<file path="src/rtl/bcdc_pkg.sv">
package bcdc_pkg;

  typedef enum logic [3:0] {
    ACT_TICK    = 4'd0,
    ACT_TOUCH   = 4'd1,
    ACT_INC_HR  = 4'd2,
    ACT_INC_MIN = 4'd3,
    ACT_INC_SEC = 4'd4,
    ACT_DEC_HR  = 4'd5,
    ACT_DEC_MIN = 4'd6,
    ACT_DEC_SEC = 4'd7,
    ACT_CLEAR   = 4'd8
  } action_t;

  localparam logic [1:0] REG_ROW_SPLIT  = 2'd0;
  localparam logic [1:0] REG_LEFT_EDGE  = 2'd1;
  localparam logic [1:0] REG_RIGHT_EDGE = 2'd2;

  localparam logic [7:0] ROW_SPLIT_RST  = 8'd115;
  localparam logic [8:0] LEFT_EDGE_RST  = 9'd136;
  localparam logic [8:0] RIGHT_EDGE_RST = 9'd184;

  // BCD digit limits
  localparam logic [3:0] ONES_MAX = 4'd9;
  localparam logic [2:0] TENS_MAX = 3'd5;

  // minutes and seconds come out of reset at 59
  localparam logic [2:0] PAIR_TENS_RST = 3'd5;
  localparam logic [3:0] PAIR_ONES_RST = 4'd9;

  // hours come out of reset and clear at 12
  localparam logic       HOUR_TENS_RST = 1'b1;
  localparam logic [3:0] HOUR_ONES_RST = 4'd2;

  // per-cell command: link lets the carry of the lower neighbor step this cell
  typedef struct packed {
    logic up;
    logic down;
    logic clr;
    logic link;
  } cell_cmd_t;

endpackage

</file>
<file path="src/rtl/bcdc_pair_cell.sv">
module bcdc_pair_cell (
  input  logic              clk,
  input  logic              rst,
  input  logic              en,
  input  bcdc_pkg::cell_cmd_t cmd,
  input  logic              carry_in,
  output logic [2:0]        tens_next,
  output logic [3:0]        ones_next,
  output logic [1:0]        changed,
  output logic              carry_out
);
  import bcdc_pkg::*;

  logic [2:0] tens;
  logic [3:0] ones;
  logic       step_up;

  assign step_up = cmd.up | (cmd.link & carry_in);

  always_comb begin
    tens_next = tens;
    ones_next = ones;
    priority if (cmd.clr) begin
      tens_next = '0;
      ones_next = '0;
    end else if (step_up) begin
      if (ones >= ONES_MAX) begin
        ones_next = '0;
        tens_next = (tens >= TENS_MAX) ? 3'd0 : tens + 3'd1;
      end else begin
        ones_next = ones + 4'd1;
      end
    end else if (cmd.down) begin
      if (ones == 4'd0 || ones > ONES_MAX) begin
        ones_next = ONES_MAX;
        tens_next = (tens == 3'd0 || tens > TENS_MAX) ? TENS_MAX : tens - 3'd1;
      end else begin
        ones_next = ones - 4'd1;
      end
    end else begin
      tens_next = tens;
    end
  end

  // wrap to 00 on the way up hands a carry to the next cell
  assign carry_out = step_up && !cmd.clr && tens_next == 3'd0 && ones_next == 4'd0;
  assign changed   = {tens_next != tens, ones_next != ones};

  always_ff @(posedge clk) begin
    if (rst) begin
      tens <= PAIR_TENS_RST;
      ones <= PAIR_ONES_RST;
    end else if (en) begin
      tens <= tens_next;
      ones <= ones_next;
    end
  end

endmodule

</file>
<file path="src/rtl/bcdc_hour_cell.sv">
module bcdc_hour_cell (
  input  logic              clk,
  input  logic              rst,
  input  logic              en,
  input  bcdc_pkg::cell_cmd_t cmd,
  input  logic              carry_in,
  output logic              tens_next,
  output logic [3:0]        ones_next,
  output logic [1:0]        changed
);
  import bcdc_pkg::*;

  logic       tens;
  logic [3:0] ones;
  logic       step_up;

  assign step_up = cmd.up | (cmd.link & carry_in);

  always_comb begin
    tens_next = tens;
    ones_next = ones;
    priority if (cmd.clr) begin
      tens_next = HOUR_TENS_RST;
      ones_next = HOUR_ONES_RST;
    end else if (step_up) begin
      if (tens) begin
        // 12 rolls over to 1
        if (ones >= 4'd2) begin
          tens_next = 1'b0;
          ones_next = 4'd1;
        end else begin
          ones_next = ones + 4'd1;
        end
      end else if (ones >= ONES_MAX) begin
        tens_next = 1'b1;
        ones_next = 4'd0;
      end else begin
        ones_next = ones + 4'd1;
      end
    end else if (cmd.down) begin
      if (ones == 4'd1) begin
        if (!tens) begin
          tens_next = HOUR_TENS_RST;
          ones_next = HOUR_ONES_RST;
        end else begin
          ones_next = 4'd0;
        end
      end else if (ones == 4'd0) begin
        tens_next = 1'b0;
        ones_next = ONES_MAX;
      end else begin
        ones_next = ones - 4'd1;
      end
    end else begin
      tens_next = tens;
    end
  end

  assign changed = {tens_next != tens, ones_next != ones};

  always_ff @(posedge clk) begin
    if (rst) begin
      tens <= HOUR_TENS_RST;
      ones <= HOUR_ONES_RST;
    end else if (en) begin
      tens <= tens_next;
      ones <= ones_next;
    end
  end

endmodule

</file>
<file path="src/rtl/bcd_twelve_hour_clock_setter.sv">
// A result is registered at the edge that accepts its item.
// Throughput: one item per cycle while item_stall is low; the seconds carry
// ripples through the seconds, minutes and hours cells within that cycle.
// The input stalls only while a result waits and the output side stalls.
// Reset: time 12:59:59, touch registers 115 / 136 / 184, no result pending.
module bcd_twelve_hour_clock_setter (
  input  logic       clk,
  input  logic       rst,
  input  logic       item_valid,
  output logic       item_stall,
  input  logic [3:0] action,
  input  logic [8:0] touch_x,
  input  logic [7:0] touch_y,
  output logic       result_valid,
  input  logic       result_stall,
  output logic       hour_tens,
  output logic [3:0] hour_ones,
  output logic [2:0] minute_tens,
  output logic [3:0] minute_ones,
  output logic [2:0] second_tens,
  output logic [3:0] second_ones,
  output logic [5:0] changed_digits,
  input  logic       cfg_we,
  input  logic [1:0] cfg_index,
  input  logic [8:0] cfg_data
);
  import bcdc_pkg::*;

  logic [7:0] row_split;
  logic [8:0] left_edge;
  logic [8:0] right_edge;

  cell_cmd_t  sec_cmd, min_cmd, hr_cmd;
  logic       item_acc;
  logic       upper_row;
  logic       sec_carry, min_carry;
  logic [2:0] sec_tens_next, min_tens_next;
  logic [3:0] sec_ones_next, min_ones_next, hr_ones_next;
  logic       hr_tens_next;
  logic [1:0] sec_changed, min_changed, hr_changed;

  assign item_stall = result_valid & result_stall;
  assign item_acc   = item_valid & ~item_stall;

  always_ff @(posedge clk) begin
    if (rst) begin
      row_split  <= ROW_SPLIT_RST;
      left_edge  <= LEFT_EDGE_RST;
      right_edge <= RIGHT_EDGE_RST;
    end else if (cfg_we) begin
      unique case (cfg_index)
        REG_ROW_SPLIT:  row_split  <= cfg_data[7:0];
        REG_LEFT_EDGE:  left_edge  <= cfg_data;
        REG_RIGHT_EDGE: right_edge <= cfg_data;
        default: ;
      endcase
    end
  end

  assign upper_row = touch_y <= row_split;

  // decode the item into one command per cell
  always_comb begin
    sec_cmd = '0;
    min_cmd = '0;
    hr_cmd  = '0;
    unique case (action)
      ACT_TICK: begin
        sec_cmd.up   = 1'b1;
        min_cmd.link = 1'b1;
        hr_cmd.link  = 1'b1;
      end
      ACT_TOUCH: begin
        // the rows treat x on the right edge differently; hours test first
        if (upper_row) begin
          priority if (touch_x <= left_edge) hr_cmd.up = 1'b1;
          else if (touch_x >= right_edge) sec_cmd.up = 1'b1;
          else min_cmd.up = 1'b1;
        end else begin
          priority if (touch_x <= left_edge) hr_cmd.down = 1'b1;
          else if (touch_x <= right_edge) min_cmd.down = 1'b1;
          else sec_cmd.down = 1'b1;
        end
      end
      ACT_INC_HR:  hr_cmd.up    = 1'b1;
      ACT_INC_MIN: min_cmd.up   = 1'b1;
      ACT_INC_SEC: sec_cmd.up   = 1'b1;
      ACT_DEC_HR:  hr_cmd.down  = 1'b1;
      ACT_DEC_MIN: min_cmd.down = 1'b1;
      ACT_DEC_SEC: sec_cmd.down = 1'b1;
      ACT_CLEAR: begin
        sec_cmd.clr = 1'b1;
        min_cmd.clr = 1'b1;
        hr_cmd.clr  = 1'b1;
      end
      default: ;
    endcase
  end

  bcdc_pair_cell u_sec (
    .clk       (clk),
    .rst       (rst),
    .en        (item_acc),
    .cmd       (sec_cmd),
    .carry_in  (1'b0),
    .tens_next (sec_tens_next),
    .ones_next (sec_ones_next),
    .changed   (sec_changed),
    .carry_out (sec_carry)
  );

  bcdc_pair_cell u_min (
    .clk       (clk),
    .rst       (rst),
    .en        (item_acc),
    .cmd       (min_cmd),
    .carry_in  (sec_carry),
    .tens_next (min_tens_next),
    .ones_next (min_ones_next),
    .changed   (min_changed),
    .carry_out (min_carry)
  );

  bcdc_hour_cell u_hr (
    .clk       (clk),
    .rst       (rst),
    .en        (item_acc),
    .cmd       (hr_cmd),
    .carry_in  (min_carry),
    .tens_next (hr_tens_next),
    .ones_next (hr_ones_next),
    .changed   (hr_changed)
  );

  always_ff @(posedge clk) begin
    if (rst) begin
      result_valid <= 1'b0;
    end else if (item_acc) begin
      result_valid <= 1'b1;
    end else if (!result_stall) begin
      result_valid <= 1'b0;
    end
  end

  always_ff @(posedge clk) begin
    if (item_acc) begin
      hour_tens      <= hr_tens_next;
      hour_ones      <= hr_ones_next;
      minute_tens    <= min_tens_next;
      minute_ones    <= min_ones_next;
      second_tens    <= sec_tens_next;
      second_ones    <= sec_ones_next;
      changed_digits <= {hr_changed, min_changed, sec_changed};
    end
  end

  a_acc_gives_result : assert property (@(posedge clk) disable iff (rst)
    item_acc |=> result_valid)
    else $error("accepted item produced no result");

  a_hour_range : assert property (@(posedge clk) disable iff (rst)
    result_valid |-> ((!hour_tens && hour_ones >= 4'd1 && hour_ones <= 4'd9) ||
                      (hour_tens && hour_ones <= 4'd2)))
    else $error("hour left the 1..12 range");

  a_min_sec_range : assert property (@(posedge clk) disable iff (rst)
    result_valid |-> (minute_tens <= TENS_MAX && minute_ones <= ONES_MAX &&
                      second_tens <= TENS_MAX && second_ones <= ONES_MAX))
    else $error("minute or second digit out of range");

  a_clear_result : assert property (@(posedge clk) disable iff (rst)
    item_acc && action == ACT_CLEAR |=>
      hour_tens && hour_ones == 4'd2 && minute_tens == 3'd0 && minute_ones == 4'd0 &&
      second_tens == 3'd0 && second_ones == 4'd0)
    else $error("clear did not give 12:00:00");

  a_no_change_unused : assert property (@(posedge clk) disable iff (rst)
    item_acc && action > ACT_CLEAR |=> changed_digits == 6'd0)
    else $error("unused action changed digits");

endmodule
</file>
<file path="config.mk">
export PLATFORM = sky130hd
export DESIGN_NAME = bcd_twelve_hour_clock_setter
export DESIGN_NICKNAME = d
export VERILOG_FILES = /design/src/rtl/bcdc_pkg.sv /design/src/rtl/bcdc_pair_cell.sv /design/src/rtl/bcdc_hour_cell.sv /design/src/rtl/bcd_twelve_hour_clock_setter.sv
export SDC_FILE = /design/constraint.sdc
export NUM_CORES = 1
export LEC_CHECK = 0
export ABC_AREA = 0
export BUFFER_PORTS_ARGS = -buffer_cell sky130_fd_sc_hd__buf_4
export CAP_MARGIN = 20
export CORE_UTILIZATION = 50
export DETAILED_ROUTE_END_ITERATION = 7
export PLACE_DENSITY = 0.7
export SETUP_SLACK_MARGIN = 0.15
export SLEW_MARGIN = 5
export SYNTH_ARGS = -nofsm -noshare
export SYNTH_HDL_FRONTEND = slang
export SYNTH_SLANG_ARGS = --single-unit
</file>
<file path="constraint.sdc">
create_clock -name clk -period 6.4 [get_ports clk]
set_clock_uncertainty 0.1 [all_clocks]
set_input_delay 0.32 -clock clk [delete_from_list [all_inputs] [get_ports clk]]
set_output_delay 0.32 -clock clk [all_outputs]
set_load 0.02 [all_outputs]
</file>
==> results.cfg, run 1 <==
[run_status]
status = finished clean

[floorplanning]
rows = 35
die_w_um = 101
ios = 64
die_area_um2 = 10200
core_um2 = 9370
initial_utilization_pct = 52.5
die_height_um = 101

[logic_synthesis]
synth_top_area_share_pct = 18.7
ys_seq_area_share_pct = 34.0
ys_warn_count = 0
synth_seq_cells = 71
yosysUniqueCellTypes = 63
syn_area_per_cell_um2 = 8.27
synth-edff-count = 25
synth.area.top_cells = dfxtp_1 19%, edfxtp_1 15%, ha_1 11%, nor2_1 5.6%, nand2_1 4.3%
syn_nets = 676
synthArstFlopShare_pct = 0
syn_inst = 595
synth-main-ff-cell = dfxtp_1
synth.cell_area_um2 = 4920
synth_top_area_cell = dfxtp_1

[detailed_routing]
wl_mm = 11.6
drc = 0
num_vias = 4416
first_iter_violations = 253
wl_per_cell_um = 14.9
vias_per_cell = 5.67
ant_nets = 0
dr.pass1.iters = 6

[power_and_ir_drop]
ir_worst_vdd_mv = 0.101
power.leakage_uw = 0.00240
powerDensity_nw_per_um2 = 203

[sta]
slew_headroom_pct = 39.2
fmax_ghz = 0.221
rsz0062_at_grt = no
worstMarginPinSlew_ns = 0.901
setup_viol = 0
fin_crit_sh_pct = 70.6
layout_min_cycle_time_ns = 4.52
setup-tns-final_ns = 0
finalHoldViolCount = 0
worst_slack_ns = 1.88
slew_violations = 0

[min_path]
hold_path_class = in -> reg
min_from = cfg_data[3]
min_to = right_edge[3]$_SDFFE_PP1P_
min_path_cells = 2

[placement]
gp_congestion = 0.962
post-dp-hpwl_mm = 8.53
post-place-ws_ns = 1.79
port_buffers = 63

[clocking]
cts_root_buf = clkbuf_8
htree_levels = 3
cts_tree = built
cts_buffers = 9
cts_resized = 0
cts_sinks = 71
clock_latency_ns = 0.35
cts_hold_buf = 0
clk_pin_slew_ns = 0.08
postCtsSetupRepairBufs = 0
clock_path_buffers = 2

[finish]
multi_input_area_um2 = 2940
area_delta_synth_final_pct = 14.8
fillCellCount = 885
drive_gt1_share_pct = 15.1
regArea_um2 = 1670
finalNetCount = 726
n_antenna_cell = 0

[global_routing]
grt_pass1_wl_mm = 19.8
antenna_found_initial = 0
grt_max_degree = 48
track_usage_pct = 24.5
grt_pass1_vias = 4312
grt-ovfl-total = 0

[critical_path]
r2r-start = right_edge[6]$_SDFFE_PP0P_
critical_path.max_fanout = 11
rr_worst_depth = 14
worst_ep_required_time_ns = 6.40
ff2ff_setup_slack_ns = 1.88
cp.arrival_ns = 4.52
rr_endpoint = changed_digits[3]$_DFFE_PP_
cp-start-kind = register
worstSetupPathType = reg -> reg
end_kind = register

[flow_run]
max_cap_violations = 0
flip-flops by register name, indices dropped and copies added, names as in the netlist, 6 cells and up:
name,count
changed_digits,6
row_split,8
right_edge,9
left_edge,9
routing by layer:
layer	vias up	track usage, %	routed length (µm)
li1	2220	-	-
met1	2031	31.9	5340
met2	149	41.4	5430
met3	16	3.73	689
met4	0	8.81	155
met5	-	0	0
through the flow:
| stage | cell area, µm² | util [%] | total power, µW | instances | hold WS [ns] |
|---|---|---|---|---|---|
| 5_1_grt | 5650 | 60.3 | 1210 | 779 | 0.0867 |
| 3_5_place_dp | 5470 | 58.4 | 810 | 763 | 0.350 |
| 4_1_cts | 5650 | 60.3 | 1160 | 779 | 0.0911 |
| 3_3_place_gp | 5470 | 58.4 | 804 | 763 | 0.345 |
| 2_1_floorplan | 4920 | - | 721 | 595 | 0.336 |
| 6_report | 5650 | 60.3 | 1150 | 779 | 0.0952 |
synthesized netlist by cell type (2+ instances only):
cell	number
ha_1	44
a211oi_1	4
o22ai_1	5
nand2_1	56
xor2_1	3
o21a_1	4
a21oi_1	40
and4_1	2
o21ai_0	34
a21oi_2	3
nand3_1	13
edfxtp_1	25
mux2i_1	16
buf_2	2
nand2b_1	8
o31a_1	4
nand3b_1	4
xnor2_1	13
a31oi_1	8
a21o_1	3
nand4_1	10
o221ai_1	2
o21bai_1	2
nor4_1	5
or3_1	2
or2_2	2
dfxtp_1	46
inv_1	53
o211ai_1	7
o31ai_1	3
nor2_1	74
nor2b_1	7
o2111ai_1	3
nor3_1	17
clkbuf_1	24
a211o_1	19
o21ai_1	2
where the power goes:
group	switching (µW)	total (µW)	internal (µW)
sequential	23.0	523	500
combinational	164	278	114
clock	167	344	177
total	354	1150	792
final cells by class:
cell class / count / area share [%]
Multi-Input combinational cell: 443 / 52.0
Sequential cell: 71 / 29.6
Clock inverter: 5 / 0.863
Tap cell: 129 / 2.86
Timing Repair Buffer: 67 / 8.90
Clock buffer: 11 / 2.32
Inverter: 53 / 3.52
worst max-delay path by stage:
stage,to,depth (start not counted),from
after floorplan,changed_digits[5]$_DFFE_PP_,15,row_split[1]$_SDFFE_PP1P_
after global placement,changed_digits[3]$_DFFE_PP_,14,touch_x[7]
after detailed placement,changed_digits[3]$_DFFE_PP_,14,touch_x[7]
after CTS,changed_digits[3]$_DFFE_PP_,14,right_edge[6]$_SDFFE_PP0P_
after global routing,changed_digits[2]$_DFFE_PP_,14,right_edge[6]$_SDFFE_PP0P_
final,changed_digits[3]$_DFFE_PP_,14,right_edge[6]$_SDFFE_PP0P_
cell usage in the layout (no fill, tap or decap), types with 7 or more instances in the layout:
cell and instances:
a31oi_1 8, nand4_1 10, edfxtp_1 25, o211ai_1 7
ha_1 44, a211o_1 19, nor3_1 17, nor2b_1 7
nand3_1 13, inv_1 53, nor2_1 74, mux2i_1 16
xnor2_1 13, clkbuf_8 9, o21ai_0 34, a21oi_1 40
nand2b_1 8, nand2_1 56, buf_4 67, dfxtp_1 46
worst max-delay path: stages, from the launching register on:
cell	delay, ns
dfxtp_1	0.34
inv_1	0.05
ha_1	0.29
nand4_2	0.15
o21bai_1	0.11
nor4_1	0.58
o31a_1	0.49
o211ai_1	0.17
and4_1	0.27
or4b_4	0.58
o21ai_2	0.47
nor2_1	0.16
a211oi_4	0.29
xnor2_1	0.15
nand3_1	0.08
logic make-up (layout without fill, tap and decap cells):
| kind of cell | Yosys count | after routing | synth area share (%) |
|---|---|---|---|
| buffers and inverters | 81 | 136 | 6.38 |
| xor gates and xnor gates | 16 | 16 | 2.85 |
| muxes | 16 | 16 | 3.25 |
| adders and majority gates | 44 | 44 | 11.2 |
| DFF | 71 | 71 | 34.0 |
| and+or+nand+nor | 211 | 211 | 20.5 |
| AOI/OAI and AO/OA | 156 | 156 | 21.9 |
No activity file was read; power rests on OpenSTA's default activity.
==> run 2, diff against run 1 <==
--- a/config.mk
+++ b/config.mk
@@ -5,7 +5,7 @@
 export SDC_FILE = /design/constraint.sdc
 export NUM_CORES = 1
 export LEC_CHECK = 0
-export ABC_AREA = 0
+export ABC_AREA = 1
 export BUFFER_PORTS_ARGS = -buffer_cell sky130_fd_sc_hd__buf_4
 export CAP_MARGIN = 20
 export CORE_UTILIZATION = 50
==> constraint.sdc (replaced) <==
create_clock -name clk -period 4.69 [get_ports clk]
set_clock_uncertainty 0.1 [all_clocks]
set_input_delay 0.2345 -clock clk [delete_from_list [all_inputs] [get_ports clk]]
set_output_delay 0.2345 -clock clk [all_outputs]
set_load 0.02 [all_outputs]
==> run 2 against run 1 <==
  * Synthesized cell count increased by 12%
  * Combinational power up 60%
  * Routed wire length is 5.0% lower
  * Critical path depth rose by 13
  * Clock power increased by 56%
  * Via count about the same
  * Hold slack got worse by 0.064 ns
  * Clock-buffer cell count unchanged
  * Die area down 0.62%
  * Synthesized area is 0.64% lower
  * Core utilization grew 0.52 points
  * Sequential power up 40%
  * Largest cell class unchanged
  * Highest routed layer unchanged
==> results.cfg, run 2 <==
[critical_path]
cp_top_family = simple AND/OR/NAND/NOR gates
rr_endpoint = changed_digits[4]$_DFFE_PP_
cp.depth = 27
end_kind = register
worstSetupPathType = reg -> reg
r2r-start = right_edge[8]$_SDFFE_PP0P_
cp_slowest_cell = dfxtp_1
critical_path.max_fanout = 9
slowest_delay_ns = 0.32
critPathBufInv = 2
cp-start-kind = register
worst_ep_required_time_ns = 4.69
rr_worst_depth = 27
ff2ff_setup_slack_ns = 0.91
cp.arrival_ns = 3.79
crit_top_cell = nand2_1

[sta]
setup_viol = 0
finalHoldViolCount = 0
setup-tns-final_ns = 0
worstMarginPinSlew_ns = 0.991
fin_crit_sh_pct = 80.7
rsz0062_at_grt = no
slew_headroom_pct = 33.4
fmax_ghz = 0.264
layout_min_cycle_time_ns = 3.78
slew_violations = 0

[placement]
post-dp-hpwl_mm = 8.49
postPlaceCellArea_um2 = 5490
port_buffers = 63
dp.cells = 847
gp_congestion = 0.922

[logic_synthesis]
synth.cell_area_um2 = 4890
synth_common_cells = 130 x nand2_1, 104 x inv_1, 56 x a21oi_1, 56 x o21ai_0, 48 x nand3_1
ys_warn_count = 0
synthXorXnorAreaFrac_pct = 4.12
syn_inst = 667
yosysUniqueCellTypes = 40
synthAdderAreaFrac_pct = 11.3
synth_top_family_by_area = simple AND/OR/NAND/NOR gates
ys_seq_area_share_pct = 34.2
synth.area.top_cells = dfxtp_1 19%, edfxtp_1 15%, ha_1 11%, nand2_1 10%, inv_1 8.0%
synth_top_area_cell = dfxtp_1
yosys.area_share.simple_pct = 24.3
synth_compound_area_share_pct = 16.3
synth_seq_cells = 71
syn_nets = 748
synth-edff-count = 25
synth_top_area_share_pct = 18.8
synth_most_common_cell = nand2_1
synthArstFlopShare_pct = 0
synthMuxAreaShare_pct = 0
synth-main-ff-cell = dfxtp_1
syn_area_per_cell_um2 = 7.33

[floorplanning]
core_um2 = 9370
rows = 35
die_w_um = 101
die_height_um = 101
die_area_um2 = 10200
ios = 64
initial_utilization_pct = 52.2

[clocking]
htree_levels = 3
clock_latency_ns = 0.34
cts_buffers = 9
cts_hold_buf = 0
clock_path_buffers = 2
cts_resized = 0
cts_root_buf = clkbuf_8
postCtsSetupRepairBufs = 0
cts_sinks = 71
clk_pin_slew_ns = 0.08
cts_tree = built

[detailed_routing]
wl_per_cell_um = 12.8
drc = 0
wl_mm = 11.0
first_iter_violations = 142
vias_per_cell = 5.12
dr.pass1.iters = 5
ant_nets = 0
num_vias = 4415

[min_path]
min_to = right_edge[5]$_SDFFE_PP1P_
hold_path_class = in -> reg
min_path_cells = 3
min_from = cfg_data[5]

[finish]
n_antenna_cell = 0
finalNetCount = 810
design_area_um2 = 5700
drive_gt1_share_pct = 16.8
mostFrequentLayoutCells = 130 x nand2_1, 104 x inv_1, 65 x buf_4
layout_commonest_cell = nand2_1
fillCellCount = 907
final_cell_count_no_fill = 863
largestRegisters = left_edge: 9 flops, right_edge: 9 flops, row_split: 8 flops
area_delta_synth_final_pct = 16.5

[power_and_ir_drop]
power.leakage_uw = 0.00280
powerDensity_nw_per_um2 = 301
ir_worst_vdd_mv = 0.154
power_uw = 1710

[global_routing]
grt-ovfl-total = 0
grt_max_degree = 49
grt_pass1_vias = 4067
antenna_found_initial = 0
grt_pass1_wl_mm = 18.6
track_usage_pct = 23.2

[run_status]
status = finished clean

[flow_run]
max_cap_violations = 0
[run 2: worst max-delay path by stage]
stage                                     startpoint                          end
after detailed placement                  touch_x[8]  changed_digits[4]$_DFFE_PP_
final                     right_edge[8]$_SDFFE_PP0P_  changed_digits[4]$_DFFE_PP_
after floorplan            left_edge[8]$_SDFFE_PP0P_  changed_digits[4]$_DFFE_PP_
after global placement                    touch_x[8]  changed_digits[4]$_DFFE_PP_
after CTS                 right_edge[8]$_SDFFE_PP0P_  changed_digits[4]$_DFFE_PP_
after global routing      right_edge[3]$_SDFFE_PP1P_  changed_digits[4]$_DFFE_PP_
[run 2: worst register-to-register path, stage by stage (launching register included)]
cell and delay (ns):
dfxtp_1 0.32, inv_1 0.05, ha_1 0.28, a21o_1 0.16
nor2_1 0.14, nand3_1 0.11, nor2_1 0.14, nor2_1 0.06
nand2_1 0.10, nand2_4 0.10, inv_2 0.14, nand3_1 0.10
nand2_1 0.17, nand3_2 0.12, nor2_2 0.14, nand2_4 0.11
nand2_4 0.11, nand2_1 0.07, nand3_1 0.16, nand2_1 0.08
nor2_1 0.11, nand2_2 0.13, nand3_1 0.14, nand3_2 0.13
nand2_1 0.09, nand2_1 0.05, nor2_1 0.09, nand2_1 0.05
[run 2: layer usage]
metal	share of wire (%)	vias to the layer above	global-route usage, %
met4	0.94	0	7.36
met1	46	1987	29.3
met2	48	105	39.4
li1	-	2315	-
met3	5.6	8	5.06
met5	0	-	0
[run 2: cell families (layout without fill, tap and decap cells)]
group	count (synthesis)	after routing
adder cells (fa/ha/maj)	44	44
AND/OR/NAND/NOR	260	260
AO/OA/AOI/OAI	143	143
buffers and inverters	126	193
XOR/XNOR	23	23
flip-flops	71	71
[run 2: where the power goes]
part	leakage, µW	switching (µW)	total [µW]	internal [µW]
combinational	0.00208	271	445	174
clock	0.000107	235	536	301
sequential	0.000613	37.7	732	695
total	0.00280	544	1710	1170
[run 2: final cells by class]
cell class / instances / area [µm²] / area share (%)
clock buffers: 11 / 131 / 2.30
well taps: 129 / 161 / 2.83
clock inverters: 5 / 82.6 / 1.45
flip-flops and latches: 71 / 1670 / 29.3
repair buffers: 65 / 488 / 8.56
inverters: 112 / 420 / 7.37
multi-input cells: 470 / 2750 / 48.2
[run 2: metrics by stage]
step	hold slack, ns	utilization [%]	setup WS (ns)
after CTS	0.0171	60.8	0.927
after global placement	0.344	58.6	0.969
after floorplan	0.234	-	1.49
after detailed placement	0.353	58.6	0.916
final	0.0312	60.8	0.906
after global routing	0.0290	60.8	0.485
